File: src/hw/rtl/dsss_pkg.sv
`timescale 1ns / 1ps
// ----------------------------------------------------------------------------
// Dual stack shared store package
// Types, field widths and operation codes shared by the front, back and top.
// ----------------------------------------------------------------------------
package dsss_pkg;

   localparam int DEPTH_DEF = 256;
   localparam int DATA_W    = 32;
   localparam int CNT_W     = 9;
   localparam int OP_W      = 3;
   localparam int ST_W      = 2;
   localparam int FSLOT_W   = 8;
   localparam int Q_DEPTH   = 2;
   localparam int Q_PTR_W   = 1;

   localparam logic [OP_W-1:0] OP_PUSH   = 3'd0;
   localparam logic [OP_W-1:0] OP_POP    = 3'd1;
   localparam logic [OP_W-1:0] OP_PEEK   = 3'd2;
   localparam logic [OP_W-1:0] OP_CLEAR  = 3'd3;
   localparam logic [OP_W-1:0] OP_SEARCH = 3'd4;

   localparam logic [ST_W-1:0] ST_OK       = 2'd0;
   localparam logic [ST_W-1:0] ST_FULL     = 2'd1;
   localparam logic [ST_W-1:0] ST_EMPTY    = 2'd2;
   localparam logic [ST_W-1:0] ST_NOTFOUND = 2'd3;

   typedef struct packed {
      logic [OP_W-1:0]          op;
      logic                     which_stack;
      logic signed [DATA_W-1:0] value;
   } req_type;

   typedef struct packed {
      logic [ST_W-1:0]          status;
      logic signed [DATA_W-1:0] data;
      logic [FSLOT_W-1:0]       found_slot;
      logic [CNT_W-1:0]         stack_size;
      logic                     is_empty;
      logic                     is_full;
   } rsp_type;

   typedef enum logic [2:0] {
      CMD_PUSH   = 3'd0,
      CMD_POP    = 3'd1,
      CMD_PEEK   = 3'd2,
      CMD_CLEAR  = 3'd3,
      CMD_SEARCH = 3'd4,
      CMD_NOP    = 3'd5
   } cmd_kind_type;

   typedef struct packed {
      cmd_kind_type      kind;
      logic              sel_b;
      logic [DATA_W-1:0] value;
   } cmd_type;

endpackage

File: src/hw/rtl/dsss_front.sv
`timescale 1ns / 1ps
// ----------------------------------------------------------------------------
// Dual stack front end
// Accepts request words, decodes the operation and holds them in a short queue.
// ----------------------------------------------------------------------------
module dsss_front (
   input  logic              clock,
   input  logic              reset,
   input  logic              start,
   input  dsss_pkg::req_type req_word,
   output logic              busy,
   output logic              cmd_valid,
   output dsss_pkg::cmd_type cmd,
   input  logic              cmd_ready
);

   import dsss_pkg::*;

   cmd_type             q_ff [Q_DEPTH];
   logic [Q_PTR_W-1:0]  wr_ptr_ff, wr_ptr_in;
   logic [Q_PTR_W-1:0]  rd_ptr_ff, rd_ptr_in;
   logic [Q_PTR_W:0]    fill_ff, fill_in;
   logic                accept;
   logic                take;
   cmd_type             cmd_in;

   always_comb begin
      case (req_word.op)
         OP_PUSH:   cmd_in.kind = CMD_PUSH;
         OP_POP:    cmd_in.kind = CMD_POP;
         OP_PEEK:   cmd_in.kind = CMD_PEEK;
         OP_CLEAR:  cmd_in.kind = CMD_CLEAR;
         OP_SEARCH: cmd_in.kind = CMD_SEARCH;
         default:   cmd_in.kind = CMD_NOP;
      endcase
      cmd_in.sel_b = req_word.which_stack;
      cmd_in.value = req_word.value;
   end

   assign busy      = (fill_ff == (Q_PTR_W+1)'(Q_DEPTH));
   assign accept    = start && !busy;
   assign cmd_valid = (fill_ff != '0);
   assign cmd       = q_ff[rd_ptr_ff];
   assign take      = cmd_valid && cmd_ready;

   always_comb begin
      wr_ptr_in = accept ? wr_ptr_ff + Q_PTR_W'(1) : wr_ptr_ff;
      rd_ptr_in = take ? rd_ptr_ff + Q_PTR_W'(1) : rd_ptr_ff;
      fill_in   = fill_ff;
      if (accept && !take) begin
         fill_in = fill_ff + (Q_PTR_W+1)'(1);
      end else if (take && !accept) begin
         fill_in = fill_ff - (Q_PTR_W+1)'(1);
      end
   end

   always_ff @(posedge clock) begin
      if (reset) begin
         wr_ptr_ff <= '0;
         rd_ptr_ff <= '0;
         fill_ff   <= '0;
      end else begin
         wr_ptr_ff <= wr_ptr_in;
         rd_ptr_ff <= rd_ptr_in;
         fill_ff   <= fill_in;
      end
   end

   always_ff @(posedge clock) begin
      if (accept) begin
         q_ff[wr_ptr_ff] <= cmd_in;
      end
   end

endmodule

File: config.mk
export PLATFORM = sky130hd
export DESIGN_NAME = dsss_front
export DESIGN_NICKNAME = d
export VERILOG_FILES = /design/src/hw/rtl/dsss_pkg.sv /design/src/hw/rtl/dsss_front.sv
export SDC_FILE = /design/constraint.sdc
export NUM_CORES = 1
export LEC_CHECK = 0
export BUFFER_PORTS_ARGS = -buffer_cell sky130_fd_sc_hd__buf_2
export CAP_MARGIN = 20
export CELL_PAD_IN_SITES_DETAIL_PLACEMENT = 2
export CELL_PAD_IN_SITES_GLOBAL_PLACEMENT = 2
export CORE_MARGIN = 2
export CORE_UTILIZATION = 32
export DETAILED_ROUTE_END_ITERATION = 10
export GPL_TIMING_DRIVEN = 0
export PLACE_DENSITY_LB_ADDON = 0.1
export SYNTH_ARGS = -nofsm -noshare
export SYNTH_HDL_FRONTEND = slang
export SYNTH_SLANG_ARGS = --single-unit
File: constraint.sdc
create_clock -name clock -period 3.3 [get_ports clock]
set_input_delay 0.495 -clock clock [delete_from_list [all_inputs] [get_ports clock]]
set_output_delay 0.495 -clock clock [all_outputs]
set_load 0.02 [all_outputs]
* After elaboration in Yosys (flattened, before gate mapping)
Memory sizes are Yosys's and may differ from the RTL's. A register that Yosys moved wholly into a read port is not among the register bits.
Cells that the tools add are included.
** Storage, ports and cells
- Register bits after elaboration :: 4
- RAM bits :: 72
- Output and inout port bits :: 38
- Logic and storage cells :: 30
- Memories :: 1
** Memory list
- q_ff :: words 2, width 36, rd ports 1, clocked after memory_dff 1, wr ports 1, line dsss_front.sv:19 : cmd_type q_ff [Q_DEPTH];
** Cells by class
- $add $sub $neg :: 4
- Eq/ne operators :: 5
- Multiplexer cells :: 7
- Reduce and logical (&&, ||, !) cells :: 10
** Operators by type and width (count)
- $pmux 3 s5 :: 1
- $eq 3x2->1 const B :: 2
- $logic_and 1x1->1 :: 4
- $mux 1 :: 4
- $mux 2 :: 2
- $reduce_bool 2->1 :: 2
- $eq 3x1->1 const B :: 1
- $eq 3x3->1 const B :: 1
- $logic_not 1->1 :: 3
- $logic_not 3->1 :: 1
- $add 1x1->1 const B :: 2
- $add 2x1->2 const B :: 1
- $eq 2x2->1 const B :: 1
- $sub 2x1->2 const B :: 1

* Longest topological paths before layout
- Depth after elaboration :: 7
- Mapped depth :: 6

* Least setup slack after synthesis
No wires, ideal clock.
- Path type :: input-to-reg
- Start :: input port start
- End :: memory q_ff[0][0] in the netlist's numbering (enable)
- Arrival time :: 1.612 ns
- Data required time :: 2.909 ns
- Path slack :: 1.298 ns
- Stages on the path :: 3
- Path buffers :: 0
- Cell sequence :: inv_1 > or3_1 > inv_1
** On the way
- Cells in the longest elaborated chain, start to end :: 3
** RTL lines
- start, declared :: line dsss_front.sv:9 : input logic start,
- $logic_and 1x1->1 :: line dsss_front.sv:41 : assign accept = start && !busy;
- $mux 1 :: line dsss_front.sv:70 : if (accept) begin
- $mux 1 (not written as such) :: line dsss_front.sv:71 : q_ff[wr_ptr_ff] <= cmd_in;
- end, declared :: line dsss_front.sv:19
Every way passes these cells.

==> reports/metrics.yaml <==
grt_pass1_vias: 1812
grt_use_total_pct: 12.5
synth_top_area_cell: "edfxtp_1"
tightestPinTransition_ns: 0.919
drv_cap: 0
min_from: "req_word[17]"
rows: 34
cts_tree: "yes"
port_buffers: 77
fillers: 853
worstPathRequired_ns: 2.80
cp-end-kind: "primary output"
synth_fp_nets: 181
fin_nets: 269
postCtsSetupBuffers: 0
ios: 78
ctsResizeCount: 0
grt_pass1_wl_um: 9210
hold_path_class: "in -> reg"
postSynthCellCount: 140
num_antenna_cells: 0
critPathMaxStageDelay_ns: 0.36
clkSinkCount: 77
arrival_ns: 1.61
seq_area_frac_synth_pct: 79.9
crit_chain: "buf_2, buf_4, mux2_2, buf_2"
place_area_sq_um: 3350
drt_iter0_markers: 37
grt_setup_unrepaired: "false"
dr.pass1.iters: 4
start_util_pct: 32.8
timing.rr.start: "fill_ff[1]"
vias_per_cell: 4.45
slowest_stage: "mux2_2"
finalClockSkew_ns: 0.00738
yosysWarnings: 0
power.leakage_uw: 0.00132
hold_viol_final: 0
yosys-top-cells-area: "edfxtp_1 76%, mux2_2 14%, dfxtp_1 3.5%"
ys_ff_latch: 77
vias: 1507
place.gp.congestion: 0.683
coreArea_sq_um: 8640
setup_viol: 0
post-route-period-util_pct: 63.8
antenna_left: 0
die_h_um: 98.1
start_kind: "flop"
max_freq_mhz: 475
grt_max_degree: 37
syn_avg_cell_area_sq_um: 20.2
critPathKind: "reg -> out"
drive_gt1_share_pct: 58.4
async_reset_ff_share_pct: 0
total_power_uw: 2660
drt-total-wl_um: 5590
crit_top_cell: "buf_2"
power_density_nw_per_um2: 758
cts_buffers: 9
ir_drop_mv: 0.332
clkTransAtPathRegs_ns: 0.07
htree_levels: 3
fp.dieW_um: 98.1
die_area_sq_um: 9620
fin_tns_setup_ns: 0
holdBufCountCts: 0
clockRootBuffer: "clkbuf_8"
synth_edf_count: 72
synth_flop_cell: "edfxtp_1"
timing.final.crit_period_ns: 2.11
cts_buffer_depth: 2
multi_input_area_sq_um: 533
netlist_area_sq_um: 2830
insertion_delay_ns: 0.33
antenna_found_initial: 0
crit_path_max_fanout: 10
fin_area_sq_um: 3510
area_delta_synth_final_pct: 23.9
drc: 0
instances_no_fill: 339
status: "complete, no violations"
synth.top_cell.area_share_pct: 76.3
grt-ovfl-total: 0
dp_hpwl_um: 3940
ys_types: 18
regArea_sq_um: 2260
drv_slew: 0
relSlewSlack_pct: 38.7
utilization_pct: 40.6
dp_cells: 325
routedWlPerCell_um: 16.5
## final cells by class
class | instances | share of cell area, %
plain buffers | 5 | 0.892
flip-flops and latches | 77 | 64.5
well taps | 108 | 3.85
inverters | 2 | 0.214
repair buffers | 77 | 11.0
multi-input cells | 56 | 15.2
clock buffers | 9 | 3.53
clock inverters | 5 | 0.856
## metrics by stage
step | setup WS, ns | hold WS, ns
after floorplan | 1.30 | 0.452
after global placement | 0.768 | 0.468
after detailed placement | 1.24 | 0.497
after CTS | 1.14 | 0.333
after global routing | 1.09 | 0.340
final | 1.19 | 0.354
## path summary, 6_finish.rpt
path / slack [ns] / endpoint / depth (start not counted)
hold / removal: 0.35 / q_ff[0][17] / 1
setup / recovery: 1.19 / cmd[7] / 4
hold reg to reg: 0.50 / wr_ptr_ff / 2
setup reg to reg: 1.43 / q_ff[0][24] / 3
## synthesized netlist by cell type (all sizes together) (2+ instances only)
master  instances
a21oi           2
buf             4
dfxtp           5
edfxtp         72
inv             2
mux2           36
nor2            4
nor2b           2
o21ai           3
or3             2
xor2            3
## state kept, by name (all words and copies together), names as in the netlist, named ones only
register	cells
q_ff	72
wr_ptr_ff	1
fill_ff	2
rd_ptr_ff	1
## cells by family after synthesis
logic type	synth area share (%)
multiplexers	14.3
flip-flops	79.9
AND/OR/NAND/NOR	1.94
XOR/XNOR	0.928
adder cells (fa/ha/maj)	0.442
buffers and inverters	1.37
AO/OA/AOI/OAI	1.15
## cell usage in the layout, fill, tap and decap left out
| master | synthesis | final |
|---|---|---|
| buf_2 | 1 | 78 |
| edfxtp_1 | 72 | 72 |
| mux2_2 | 36 | 36 |
| clkbuf_8 | 0 | 9 |
| dfxtp_1 | 5 | 5 |
| nor2_1 | 4 | 4 |
| buf_4 | 3 | 3 |
| o21ai_0 | 3 | 3 |
| xor2_1 | 3 | 3 |
| clkinv_2 | 0 | 3 |
| or3_1 | 2 | 2 |
| a21oi_1 | 2 | 2 |
| clkinvlp_4 | 0 | 2 |
| inv_1 | 2 | 1 |
| nor2b_2 | 1 | 1 |
| nor2b_1 | 1 | 1 |
| clkbuf_1 | 1 | 1 |
| a21o_1 | 1 | 1 |
| or2_2 | 1 | 1 |
| and2_2 | 0 | 1 |
| inv_2 | 0 | 1 |
| ha_1 | 1 | 1 |
## routing by layer
| metal | vias to the layer above | routed length, um | GRT usage [%] |
|---|---|---|---|
| met1 | 745 | 2080 | 13.6 |
| li1 | 708 | - | - |
| met5 | - | 0 | 0 |
| met4 | 0 | 18 | 5.02 |
| met3 | 2 | 374 | 3.72 |
| met2 | 52 | 3110 | 22.7 |
## where the power goes
group	internal (uW)	switching (uW)	leakage (uW)
registers	1230	42.0	0.000714
clock network	260	306	0.0000767
logic	328	492	0.000528
## critical path, delay by kind of cell, from the launching register on
| family | cells | cell delay [ns] |
|---|---|---|
| flip-flops | 1 | 0.31 |
| buffers and inverters | 3 | 0.62 |
| multiplexers | 1 | 0.36 |
No activity file was read; power rests on OpenSTA's default activity.
